## config.mk

```make
export PLATFORM = sky130hd
export DESIGN_NAME = checksummed_register_frame_encoder_core
export DESIGN_NICKNAME = d
export VERILOG_FILES = /design/src/rtl/cfe_pkg.sv /design/src/rtl/cfe_front.sv /design/src/rtl/cfe_queue.sv /design/src/rtl/cfe_back.sv /design/src/rtl/checksummed_register_frame_encoder_core.sv
export SDC_FILE = /design/constraint.sdc
export NUM_CORES = 1
export LEC_CHECK = 0
export CELL_PAD_IN_SITES_DETAIL_PLACEMENT = 1
export CELL_PAD_IN_SITES_GLOBAL_PLACEMENT = 2
export CORE_MARGIN = 2
export CORE_UTILIZATION = 40
export DETAILED_ROUTE_END_ITERATION = 12
export DONT_BUFFER_PORTS = 1
export PLACE_DENSITY_LB_ADDON = 0.1
export SLEW_MARGIN = 20
export SYNTH_ARGS = -nofsm -noshare
export SYNTH_HDL_FRONTEND = slang
export SYNTH_SLANG_ARGS = --single-unit
```

## constraint.sdc

```tcl
create_clock -name clk -period 4.85 [get_ports clk]
set_input_delay 0.2425 -clock clk [delete_from_list [all_inputs] [get_ports clk]]
set_output_delay 0.2425 -clock clk [all_outputs]
set_load 0.05 [all_outputs]
```

## src/rtl/cfe_pkg.sv

```systemverilog
// Package for the checksummed register frame encoder.
// Holds request codes, sync constants and the command record passed front to back.
// No dependencies.
`timescale 1ns / 1ps

package cfe_pkg;

  typedef enum logic [1:0] {
    REQ_READ     = 2'd0,
    REQ_WR_START = 2'd1,
    REQ_WR_DATA  = 2'd2,
    REQ_NONE     = 2'd3
  } req_t;

  localparam logic [7:0] SYNC_FIRST  = 8'hAA;
  localparam logic [7:0] SYNC_SECOND = 8'hCA;

  localparam int QUEUE_DEPTH_DEF = 2;

  // Up to four frame bytes, first byte in the low bits.
  typedef struct packed {
    logic [31:0] bytes;
    logic [1:0]  last_idx; // index of the final byte in this record
    logic        ends;     // final byte closes the frame
  } cmd_t;

endpackage

```

## src/rtl/cfe_front.sv

```systemverilog
// Front end: accepts requests, tracks the open write frame and checksums,
// and turns each request that yields bytes into a byte record for the queue. Uses cfe_pkg.
`timescale 1ns / 1ps

module cfe_front
  import cfe_pkg::*;
(
  input  logic        clk,
  input  logic        rst_n,
  input  logic        in_tvalid,
  output logic        in_tready,
  input  logic [31:0] in_tdata,
  input  logic [1:0]  in_tuser,
  input  logic        q_full,
  output logic        push,
  output cmd_t        push_cmd
);

  logic [7:0] sum_a_r, sum_a_nxt;
  logic [7:0] sum_b_r, sum_b_nxt;
  logic [4:0] words_left_r, words_left_nxt;
  logic       write_open_r, write_open_nxt;

  req_t        kind;
  logic [9:0]  addr;
  logic [4:0]  count;
  logic [15:0] data;
  logic [7:0]  hdr;
  logic [7:0]  a1, b1, a2, b2;
  logic [4:0]  wl_dec;
  logic        acc;

  assign kind  = req_t'(in_tuser);
  assign addr  = in_tdata[9:0];
  assign count = in_tdata[14:10];
  assign data  = in_tdata[30:15];
  assign hdr   = {(kind == REQ_WR_START), count, addr[9:8]};

  assign in_tready = !q_full;
  assign acc       = in_tvalid && in_tready;
  assign wl_dec    = words_left_r - 5'd1;

  always_comb begin
    sum_a_nxt      = sum_a_r;
    sum_b_nxt      = sum_b_r;
    words_left_nxt = words_left_r;
    write_open_nxt = write_open_r;
    push           = 1'b0;
    push_cmd       = '0;
    a1 = 8'd0;
    b1 = 8'd0;
    a2 = 8'd0;
    b2 = 8'd0;
    case (kind)
      REQ_READ: begin
        if (acc && !write_open_r) begin
          push = 1'b1;
          push_cmd.bytes    = {addr[7:0], hdr, SYNC_SECOND, SYNC_FIRST};
          push_cmd.last_idx = 2'd3;
          push_cmd.ends     = 1'b1;
        end
      end
      REQ_WR_START: begin
        a1 = hdr;
        b1 = hdr;
        a2 = a1 + addr[7:0];
        b2 = b1 + a2;
        if (acc && !write_open_r && count != 5'd0) begin
          push = 1'b1;
          push_cmd.bytes    = {addr[7:0], hdr, SYNC_SECOND, SYNC_FIRST};
          push_cmd.last_idx = 2'd3;
          push_cmd.ends     = 1'b0;
          sum_a_nxt      = a2;
          sum_b_nxt      = b2;
          words_left_nxt = count;
          write_open_nxt = 1'b1;
        end
      end
      REQ_WR_DATA: begin
        a1 = sum_a_r + data[15:8];
        b1 = sum_b_r + a1;
        a2 = a1 + data[7:0];
        b2 = b1 + a2;
        if (acc && write_open_r) begin
          push = 1'b1;
          sum_a_nxt      = a2;
          sum_b_nxt      = b2;
          words_left_nxt = wl_dec;
          if (wl_dec == 5'd0) begin
            // last word: checksum bytes follow the data bytes
            push_cmd.bytes    = {b2, a2, data[7:0], data[15:8]};
            push_cmd.last_idx = 2'd3;
            push_cmd.ends     = 1'b1;
            write_open_nxt    = 1'b0;
          end else begin
            push_cmd.bytes    = {16'd0, data[7:0], data[15:8]};
            push_cmd.last_idx = 2'd1;
            push_cmd.ends     = 1'b0;
          end
        end
      end
      default: begin
        push = 1'b0;
      end
    endcase
  end

  always_ff @(posedge clk) begin
    if (!rst_n) begin
      sum_a_r      <= 8'd0;
      sum_b_r      <= 8'd0;
      words_left_r <= 5'd0;
      write_open_r <= 1'b0;
    end else begin
      sum_a_r      <= sum_a_nxt;
      sum_b_r      <= sum_b_nxt;
      words_left_r <= words_left_nxt;
      write_open_r <= write_open_nxt;
    end
  end

endmodule

```

## src/rtl/cfe_queue.sv

```systemverilog
// Short command queue between front and back end.
// Register-based FIFO of cmd_t records. Uses cfe_pkg.
`timescale 1ns / 1ps

module cfe_queue
  import cfe_pkg::*;
#(
  parameter int DEPTH = QUEUE_DEPTH_DEF
) (
  input  logic clk,
  input  logic rst_n,
  input  logic push,
  input  cmd_t push_cmd,
  output logic full,
  input  logic pop,
  output logic empty,
  output cmd_t head
);

  localparam int PW = (DEPTH > 1) ? $clog2(DEPTH) : 1;
  localparam int CW = $clog2(DEPTH + 1);

  cmd_t          mem_r [DEPTH];
  logic [PW-1:0] wr_ptr_r, wr_ptr_nxt;
  logic [PW-1:0] rd_ptr_r, rd_ptr_nxt;
  logic [CW-1:0] cnt_r, cnt_nxt;
  logic          do_push, do_pop;

  assign full    = (cnt_r == CW'(DEPTH));
  assign empty   = (cnt_r == '0);
  assign head    = mem_r[rd_ptr_r];
  assign do_push = push && !full;
  assign do_pop  = pop && !empty;

  always_comb begin
    wr_ptr_nxt = wr_ptr_r;
    rd_ptr_nxt = rd_ptr_r;
    cnt_nxt    = cnt_r;
    if (do_push) begin
      wr_ptr_nxt = (wr_ptr_r == PW'(DEPTH - 1)) ? '0 : wr_ptr_r + 1'b1;
    end
    if (do_pop) begin
      rd_ptr_nxt = (rd_ptr_r == PW'(DEPTH - 1)) ? '0 : rd_ptr_r + 1'b1;
    end
    if (do_push && !do_pop) begin
      cnt_nxt = cnt_r + 1'b1;
    end else if (do_pop && !do_push) begin
      cnt_nxt = cnt_r - 1'b1;
    end
  end

  always_ff @(posedge clk) begin
    if (!rst_n) begin
      wr_ptr_r <= '0;
      rd_ptr_r <= '0;
      cnt_r    <= '0;
    end else begin
      wr_ptr_r <= wr_ptr_nxt;
      rd_ptr_r <= rd_ptr_nxt;
      cnt_r    <= cnt_nxt;
    end
  end

  always_ff @(posedge clk) begin
    if (do_push) begin
      mem_r[wr_ptr_r] <= push_cmd;
    end
  end

endmodule

```

## src/rtl/cfe_back.sv

```systemverilog
// Back end: walks the head record of the queue one byte per cycle, while out_tready allows, into
// the registered output stream. Uses cfe_pkg.
`timescale 1ns / 1ps

module cfe_back
  import cfe_pkg::*;
(
  input  logic       clk,
  input  logic       rst_n,
  input  logic       empty,
  input  cmd_t       head,
  output logic       pop,
  output logic       out_tvalid,
  input  logic       out_tready,
  output logic [7:0] out_tdata,
  output logic       out_tlast
);

  logic       out_valid_r, out_valid_nxt;
  logic [7:0] out_byte_r, out_byte_nxt;
  logic       out_last_r, out_last_nxt;
  logic [1:0] idx_r, idx_nxt;
  logic       advance;
  logic       at_end;

  assign advance = !out_valid_r || out_tready;
  assign at_end  = (idx_r == head.last_idx);

  always_comb begin
    out_valid_nxt = out_valid_r;
    out_byte_nxt  = out_byte_r;
    out_last_nxt  = out_last_r;
    idx_nxt       = idx_r;
    pop           = 1'b0;
    if (advance) begin
      out_valid_nxt = !empty;
      if (!empty) begin
        out_byte_nxt = head.bytes[{idx_r, 3'b000} +: 8];
        out_last_nxt = head.ends && at_end;
        pop          = at_end;
        idx_nxt      = at_end ? 2'd0 : idx_r + 2'd1;
      end
    end
  end

  always_ff @(posedge clk) begin
    if (!rst_n) begin
      out_valid_r <= 1'b0;
      idx_r       <= 2'd0;
    end else begin
      out_valid_r <= out_valid_nxt;
      idx_r       <= idx_nxt;
    end
  end

  always_ff @(posedge clk) begin
    out_byte_r <= out_byte_nxt;
    out_last_r <= out_last_nxt;
  end

  assign out_tvalid = out_valid_r;
  assign out_tdata  = out_byte_r;
  assign out_tlast  = out_last_r;

endmodule

```

## src/rtl/checksummed_register_frame_encoder_core.sv

```systemverilog
// Checksummed register frame encoder. Each accepted request becomes up to four
// bytes of a serial-link frame (sync, header, address, data, checksum sums); the
// output stream moves one byte per cycle while out_tready allows, from a single
// output register. A read, a write start or the final data word of a frame yields
// four bytes, any other data word two; requests that yield nothing push no record.
// The front end accepts a new request every cycle while the command queue
// (QUEUE_DEPTH records) has room, independent of output backpressure.
// Depends on cfe_pkg, cfe_front, cfe_queue and cfe_back.
`timescale 1ns / 1ps

module checksummed_register_frame_encoder_core
  import cfe_pkg::*;
#(
  parameter int QUEUE_DEPTH = QUEUE_DEPTH_DEF
) (
  input  logic        clk,
  input  logic        rst_n,
  input  logic        in_tvalid,
  output logic        in_tready,
  input  logic [31:0] in_tdata,   // target_addr[9:0], word_count[14:10], data_word[30:15], 0
  input  logic [1:0]  in_tuser,   // req_type[1:0]
  output logic        out_tvalid,
  input  logic        out_tready,
  output logic [7:0]  out_tdata,  // out_byte[7:0]
  output logic        out_tlast   // frame_end
);

  logic push, q_full, pop, q_empty;
  cmd_t push_cmd, head;

  cfe_front u_front (
    .clk       (clk),
    .rst_n     (rst_n),
    .in_tvalid (in_tvalid),
    .in_tready (in_tready),
    .in_tdata  (in_tdata),
    .in_tuser  (in_tuser),
    .q_full    (q_full),
    .push      (push),
    .push_cmd  (push_cmd)
  );

  cfe_queue #(
    .DEPTH (QUEUE_DEPTH)
  ) u_queue (
    .clk      (clk),
    .rst_n    (rst_n),
    .push     (push),
    .push_cmd (push_cmd),
    .full     (q_full),
    .pop      (pop),
    .empty    (q_empty),
    .head     (head)
  );

  cfe_back u_back (
    .clk        (clk),
    .rst_n      (rst_n),
    .empty      (q_empty),
    .head       (head),
    .pop        (pop),
    .out_tvalid (out_tvalid),
    .out_tready (out_tready),
    .out_tdata  (out_tdata),
    .out_tlast  (out_tlast)
  );

endmodule

```

# Yosys cells after proc, flatten, opt, wreduce, memory -nomap -nowiden
# Memory sizes are Yosys's and may differ from the RTL's. A register that Yosys moved wholly into a read port is not among the register bits.
# Index checks and enable logic that the tools add are counted.
[op_classes] shifts=1 reduce_logical=25 muxes=33 n_eq_ne=7 bitwise_logic=1 addsub=12
[ops] operator="$mux W35" count=4
[ops] operator="$pmux W35 S3" count=1
[ops] operator="$add A8 B8 Y8" count=6
[ops] operator="$mux W8" count=4
[ops] operator="$pmux W8 S2" count=2
[ops] operator="$shiftx A32 B6 Y8" count=1
[ops] operator="$mux W1" count=14
[ops] operator="$mux W5" count=2
[ops] operator="$pmux W5 S2" count=1
[ops] operator="$logic_and A1 B1 Y1" count=9
[ops] operator="$logic_not A1 Y1" count=6
[ops] operator="$mux W2" count=3
[ops] operator="$logic_not A5 Y1" count=1
[ops] operator="$reduce_bool A5 Y1" count=1
[ops] operator="$sub A5 B1 Y5 const B" count=1
[ops] operator="$add A2 B1 Y2 const B" count=2
[ops] operator="$eq A2 B2 Y1 const B" count=2
[ops] operator="$logic_not A2 Y1" count=2
[ops] operator="$ne A2 B1 Y1 const B" count=2
[ops] operator="$reduce_and A4 Y1" count=1
[ops] operator="$reduce_bool A2 Y1" count=2
[ops] operator="$pmux W1 S3" count=1
[ops] operator="$reduce_and A3 Y1" count=1
[ops] operator="$add A1 B1 Y1 const B" count=2
[ops] operator="8 further kinds" count=8
[totals] mem_count=1 in_bits=38 register_bits=38 ram_bits=70
[mem_list] memory="u_queue.mem_r" depth=2 word_bits=35 read_ports=1 rd_ports_with_merged_regs=1 wr=1 line="cfe_queue.sv:23" rtl="cmd_t mem_r [DEPTH];"

# Depth between registers and ports, before layout
# Gate-level depths: netlist of run 1.
[depth] ltp_word=12 depth_mapped=21 ltp_nobuf=21

# Hierarchy
# From an unflattened synthesis of run 1, not the netlist that was laid out.
[hier_totals] cells_unflattened=584 hier_area_um2=6596.3
[modules_own_cells] module="cfe_front" cells_each=409 n_inst=1 area_per_inst_um2=3164.3
[modules_own_cells] module="cfe_queue" cells_each=134 n_inst=1 area_per_inst_um2=2757.6
[modules_own_cells] module="cfe_back" cells_each=41 n_inst=1 area_per_inst_um2=674.4

# Worst setup path after synthesis of run 1
# No wires, ideal clock.
[synth_timing] path_type="flip-flop to flip-flop" from="register u_front.sum_a_r[0]" to="memory u_queue.mem_r[0][34] (netlist bit) (data pin)" synth_period_minus_slack_ns=4.752 path_stages_with_launch=20 setup_time_ns=0.270 t_arrival_ns=4.482 path_slack_ns=0.098 n_path_buf=0 path_cell_list="dfxtp_1 -> ha_1 -> fa_1 -> a21o_1 -> a21oi_1 -> o21bai_1 -> a21oi_1 -> xnor2_1 -> ha_1 -> inv_1 -> or4_1 -> nand3_1 -> fa_1 -> ha_1 -> or4b_1 -> nand4_1 -> xnor3_1 -> xnor2_1 -> a22oi_1 -> nor2_1"
[synth_lines] element="start, declared" line="cfe_front.sv:19" rtl="logic [7:0] sum_a_r, sum_a_nxt;"
[synth_lines] element="start signal, assigned" line="cfe_front.sv:115" rtl="sum_a_r <= sum_a_nxt;"
[synth_lines] element="end, declared" line="cfe_queue.sv:23"

# Worst setup path in the final report of run 1
[layout_timing] from="register u_front.sum_a_r[0]" to="register u_front.sum_b_r[7]"
[layout_via] elab_chain_len=5 elab_cells_between_ends=6 classes_between="add/sub (4); mux (2)"
[layout_lines] element="$add A8 B8 Y8 (*)" line="cfe_front.sv:80" rtl="a1 = sum_a_r + data[15:8];"
[layout_lines] element="$add A8 B8 Y8, on equally long branches" line="cfe_front.sv:81, cfe_front.sv:82"
[layout_lines] element="$add A8 B8 Y8 (*)" line="cfe_front.sv:83" rtl="b2 = b1 + a2;"
[layout_lines] element="$mux W8 (*)" line="cfe_front.sv:84" rtl="if (acc && write_open_r) begin"
[layout_lines] element="$pmux W8 S2 (*)" line="cfe_front.sv:54" rtl="case (kind)"
[layout_lines] element="end signal, assigned" line="cfe_front.sv:116" rtl="sum_b_r <= sum_b_nxt;"
[layout_lines] element="end, declared" line="cfe_front.sv:20" rtl="logic [7:0] sum_b_r, sum_b_nxt;"
# Every way passes the cells marked *; elsewhere a longest branch is shown, timed or not. The select of a mux whose other input is x is not followed.
# A chain may end at the register's enable or synchronous reset.

==> results.toml, run 1 <==
[critical_path]
crit_path_end_kind = "flop"
critPathSlowestCell = "or4_4"
worstPathMaxFanout = 4
crit_start = "u_front.sum_a_r[0]"
start_kind = "flop"
critPathBufInv = 2
crit_chain = "ha_4 > fa_2 > a21o_1 > a21oi_2 > o21bai_1 > a21oi_2 > xnor2_2 > ha_1 > inv_2 > or4_4 > nand3_4 > fa_1 > ha_1 > or4b_1 > nand4_1 > xnor3_2 > buf_6 > a41o_1 > o31a_1"
worstPathArrival_ps = 5100
rr_startpoint = "u_front.sum_a_r[0]"
critical_path_class = "flop to flop"
slowest_delay_ps = 490
crit_family = "adder cells"
crit_required_ps = 5100

[clock_tree]
cts_sinks = 109
cts_tree = "yes"
cts_made_buffers = 9
insertion_delay_ps = 350
htree_levels = 3
cts-root-buf = "clkbuf_16"
clk_transition_reported_paths_ps = 80
max-clock-path-buffers = 2

[yosys]
yosys.area_share.xor_xnor = 0.0529
seq_area_frac_synth = 0.466
synth_area_mm2 = 0.00638
synth-seq-cells = 109
synth_edf_count = 79
synth_compound_area_frac = 0.136
synth_async_sr_flop_share = 0
synth_fa_ha_area_frac = 0.117
synth_top_family_by_area = "compound AO/OA/AOI/OAI gates"
yosys_warnings = 0
yosys_most_used_dff = "edfxtp_1"
ys_types = 53
yosys-mux-area-fraction = 0.0960
synthSimpleGateAreaFrac = 0.101
synth_nets = 633
syn_inst = 542
avgSynthCellArea_um2 = 11.8

[floorplanning]
initial_core_util = 0.406
design.die.area_mm2 = 0.0170
rows = 46
die_w_um = 130
core_area_mm2 = 0.0157
die_y_um = 130
ios = 49

[outcome]
outcome = "finished clean"

[pwr]
pwr-share-clk = 0.200
cellPowerDensity_mw_per_mm2 = 555
pwr-share-seq = 0.347
p_sw_frac = 0.379
p_switching_uw = 1520
p_leak_uw = 0.00279
p_comb_frac = 0.453
intPower_uw = 2490
power.total_uw = 4020
ir_drop_mv = 0.399

[global_route]
grt_max_degree = 37
overflow = 0
grt_pass1_wl_mm = 25.5
track_usage = 0.202
antenna_found_initial = 0
grt_pass1_vias = 4420

[routing]
drc_errors = 0
wl_per_cell_um = 20.7
avgViaCountPerCell = 5.40
drt_iter0_drc = 199
drtPass1Iterations = 6
routed_wl_mm = 16.3
ant_nets = 0
vias = 4253

[placed_design]
place_congestion = 0.809
dp_cells = 765
hpwlAfterDp_mm = 12.3
dp_worst_setup_slack_ps = -267
port_buffers = 0

[cells_and_area]
instances_no_fill = 787
drive_above_1_share = 0.172
synthToLayoutAreaGrowth_pct = 13.4
final_util = 0.461
nNetsFinal = 657
antenna-diode-count = 0

[timing]
fin_crit_ps = 4850
final_max_slew_viol_count = 0
setup_slack_ps = 0.271
rsz0062_at_grt = "true"
tightest_slew_ps = 1050
timing.final.hold_violations = 0
setup_viol = 0
fin_crit_sh = 1.00
tns_ps = 0
timing.fmax_mhz = 206
max_slew_margin = 0.299
fin_skew_ps = 6.83

[hold_path]
min_from = "rst_n"
hold_path.class = "primary input to flop"

[flow_run]
cap_viol_max_count = 0
## flip-flops by register name, indices dropped and copies added (netlist names), named ones only
register,count
u_front.words_left_r,5
u_back.out_tlast,1
u_queue.cnt_r,2
u_back.out_tvalid,1
u_queue.wr_ptr_r,1
u_front.sum_a_r,8
u_front.sum_b_r,8
u_back.idx_r,2
u_queue.mem_r,70
u_queue.rd_ptr_r,1
u_back.out_tdata,8
u_front.write_open_r,1
## cell usage in the layout (no fill, tap or decap), types with 5 or more instances in the layout
cell type   n
edfxtp_1   79
ha_1       41
buf_4      34
nand2_1    32
nor2_1     29
dfxtp_1    29
a21oi_1    28
inv_1      22
xnor2_1    21
mux4_2     16
and2_1     15
o21ai_0    15
o21ai_1    14
mux2i_1    14
a22oi_1    13
xor2_1     12
nor2b_1    11
mux2_2     10
o21a_1     10
fa_1       10
clkbuf_16   9
nor3_1      8
nand3_1     8
o211ai_1    8
o211a_1     7
nand2b_1    6
a21o_1      6
o21bai_1    5
## metal layers
layer,part of all wire,routed length (µm),track usage
met2,0.49,7970,0.330
met1,0.46,7570,0.275
met5,0,0,0
met4,0.015,249,0.0601
met3,0.031,505,0.0394
## synthesized netlist by cell type, drive strengths merged, types with 2 or more instances
library cell  instances  area (µm²)
nor3b                 5        37.5
a32oi                 2        17.5
o211ai                8        60.1
dfxtp                30         601
a21oi                31         155
nor2b                12        75.1
a22oi                14         105
ha                   42         526
mux2i                14         140
o41ai                 2        17.5
nand4                 2        12.5
and3                  2        12.5
mux2                 10         113
o21ai                29         145
xnor2                23         201
nor3                  8        40.0
inv                  23        86.3
a31oi                 3        25.0
nor2                 30         113
mux4                 16         360
buf                  10        61.3
o21bai                5        37.5
o21a                 10        75.1
xor2                 13         114
nand2b                6        37.5
fa                   11         220
a21boi                3        22.5
a211oi                2        20.0
clkbuf               14        52.6
nand3                 9        45.0
edfxtp               79        2370
o211a                 7        70.1
nand2                33         126
o31a                  3        26.3
a21o                  6        45.0
and2                 15        93.8
## final timing paths
check,end,slack [ps],depth (start not counted)
max,u_front.sum_b_r[7],0.3,19
max reg2reg,u_front.sum_b_r[7],0.3,19
min reg2reg,u_front.words_left_r[1],540,1
min,u_front.sum_b_r[7],10,1
## area by class of cell
class	count	area, µm²
sequential	109	2970
clock buffer	11	233
timing repair buffer	37	288
multi-input combinational	386	3310
tap	216	270
inverter	23	86.3
clock inverter	5	82.6
fill	1684	8470
## what timing repair did
item / CTS / global route
resized for setup: 11 / 8
setup buffers: 2 / 2
pin swaps: 8 / 10
endpoints found under the hold margin: 6 / 0
setup endpoints to repair: 3 / 3
hold buffers: 1 / 0
## cells by family after synthesis
group	count (synthesis)
AO/OA/AOI/OAI	128
XOR/XNOR	37
adder cells (fa/ha/maj)	53
buffers and inverters	47
flip-flops	109
multiplexers	40
AND/OR/NAND/NOR	128
## through the flow
stage,hold WS (ps),cell area (µm²)
after floorplan,430,6380
after global placement,364,6790
after detailed placement,371,6790
after CTS,1.60,7170
after global routing,9.58,7240
final,11.0,7240
## power by group through the flow
stage                     Sequential, µW  Combinational, µW  Clock, µW
after floorplan                     1360               1190          0
final                               1390               1820        802
after detailed placement            1420               1700          0
after global placement              1410               1660          0
after global routing                1420               2010        860
after CTS                           1400               1780        823
Power figures use the tool's default switching activity.
==> run 2, diff against run 1 <==
RECOVER_POWER = 50   (was unset)
==> run 2 against run 1 <==
Net effect: the run now ends with capacitance limit, slew limit left; clock power hardly changed; setup slack hardly changed; maximum frequency hardly changed; utilization is 0.14 points lower; sequential share of layout area is 0.13 points higher; clock skew is 2.1 ps lower; non-clock buffer count stayed put; critical path depth stayed put; first-iteration DRC count is 3.0% lower; total power is 0.25% lower; critical endpoint unchanged; largest cell class unchanged; largest power group unchanged.
==> results.toml, run 2 (synthesis results as in run 1) <==
[cells_and_area]
drive_above_1_share = 0.163
regArea_mm2 = 0.00297
largest_register_ffs = 70
regMostFlops = "u_queue.mem_r"
antenna-diode-count = 0
final_common_cell = "edfxtp_1"
nNetsFinal = 657
final_cell_mix = "79 x edfxtp_1, 41 x ha_1, 32 x nand2_1, 32 x buf_4"
instances_no_fill = 787
nFillCells = 1686
multi_input_area_mm2 = 0.00329
synthToLayoutAreaGrowth_pct = 13.1

[routing]
drt_iter0_drc = 193
vias = 4265
avgViaCountPerCell = 5.42
drc_errors = 0
drtPass1Iterations = 4
routed_wl_mm = 16.3
wl_per_cell_um = 20.7
ant_nets = 0

[critical_path]
crit_required_ps = 5100
worstPathMaxFanout = 4
start_kind = "flop"
critical_path_class = "flop to flop"
worstPathArrival_ps = 5100
crit_path_end_kind = "flop"

[outcome]
violations = "capacitance limit, slew limit"
outcome = "finished, violations left"

[floorplanning]
design.die.area_mm2 = 0.0170
ios = 49
rows = 46
die_w_um = 130
core_area_mm2 = 0.0157
die_y_um = 130
initial_core_util = 0.406

[clock_tree]
max-clock-path-buffers = 2
cts-root-buf = "clkbuf_16"
cts_made_buffers = 9
cts_tree = "yes"
htree_levels = 3
insertion_delay_ps = 350
clk_transition_reported_paths_ps = 70
cts_sinks = 109

[global_route]
grt_max_degree = 37
antenna_found_initial = 0
grt_pass1_wl_mm = 25.5
track_usage = 0.202
grt_pass1_vias = 4420
overflow = 0

[pwr]
cellPowerDensity_mw_per_mm2 = 555
p_leak_uw = 0.00277
ir_drop_mv = 0.400

[flow_run]
cap_viol_max_count = 1

[hold_path]
hold_path.class = "primary input to flop"

[placed_design]
hpwlAfterDp_mm = 12.3
dp_worst_setup_slack_ps = -267
place_congestion = 0.809
dp_cells = 765
port_buffers = 0

[timing]
setup_viol = 0
final_max_slew_viol_count = 16
tightest_slew_ps = 2850
tns_ps = 0
fin_crit_sh = 1.00
fin_skew_ps = 4.76
timing.final.hold_violations = 0
timing.fmax_mhz = 206
max_slew_margin = -0.915
setup_slack_ps = 0.731
fin_crit_ps = 4850
rsz0062_at_grt = "true"
-- run 2: report_power, final --
part	leakage, µW	internal (µW)	switching (µW)	total, µW
combinational	0.00161	879	932	1810
sequential	0.000997	1150	240	1390
clock	0.000155	457	344	801
-- run 2: per-stage QoR --
| stage | utilization | total power (µW) | hold WS, ps | instance area, µm² |
|---|---|---|---|---|
| after floorplan | - | 2550 | 430 | 6380 |
| after global placement | 0.432 | 3080 | 364 | 6790 |
| after detailed placement | 0.432 | 3120 | 371 | 6790 |
| after CTS | 0.456 | 4000 | 1.60 | 7170 |
| after global routing | 0.459 | 4280 | 9.56 | 7220 |
| final | 0.459 | 4010 | 15.9 | 7220 |
-- run 2: path summary, 6_finish.rpt --
path         depth (start not counted)  slack (ps)                 endpoint               startpoint
max                                 19         0.7       u_front.sum_b_r[7]       u_front.sum_a_r[0]
min                                  1          20       u_front.sum_b_r[7]                    rst_n
max reg2reg                         19         0.7       u_front.sum_b_r[7]       u_front.sum_a_r[0]
min reg2reg                          1         540  u_front.words_left_r[1]  u_front.words_left_r[1]
-- run 2: repair_timing --
item	4_1_cts	5_1_grt
endpoints found under the setup margin	3	3
setup buffers	2	2
hold endpoints to repair	6	0
resized for setup	11	8
hold buffers	1	0
pin swaps	8	10
-- run 2: cell type report --
| class | count | share of cell area |
|---|---|---|
| Multi-Input combinational cell | 386 | 0.456 |
| Clock buffer | 11 | 0.0322 |
| Clock inverter | 5 | 0.0114 |
| Timing Repair Buffer | 37 | 0.0388 |
| Tap cell | 216 | 0.0374 |
| Sequential cell | 109 | 0.412 |
| Inverter | 23 | 0.0120 |
-- run 2: worst max-delay path, cell delays in order (launching register included) --
cell and delay [ps]:
dfxtp_2 340, ha_4 170, fa_2 340, a21o_1 180, a21oi_2 170, o21bai_1 100
a21oi_2 200, xnor2_2 90, ha_1 310, inv_2 60, or4_4 490, nand3_4 90
fa_1 420, ha_1 300, or4b_1 430, nand4_1 140, xnor3_2 330, buf_6 150
a41o_1 210, o31a_1 230
-- run 2: metal layers --
metal  share of wire  GRT usage  vias up
li1                -          -     2063
met1            0.46      0.275     2129
met2            0.48      0.330       55
met3           0.039     0.0394       18
met4           0.018     0.0601        0
met5               0          0        -
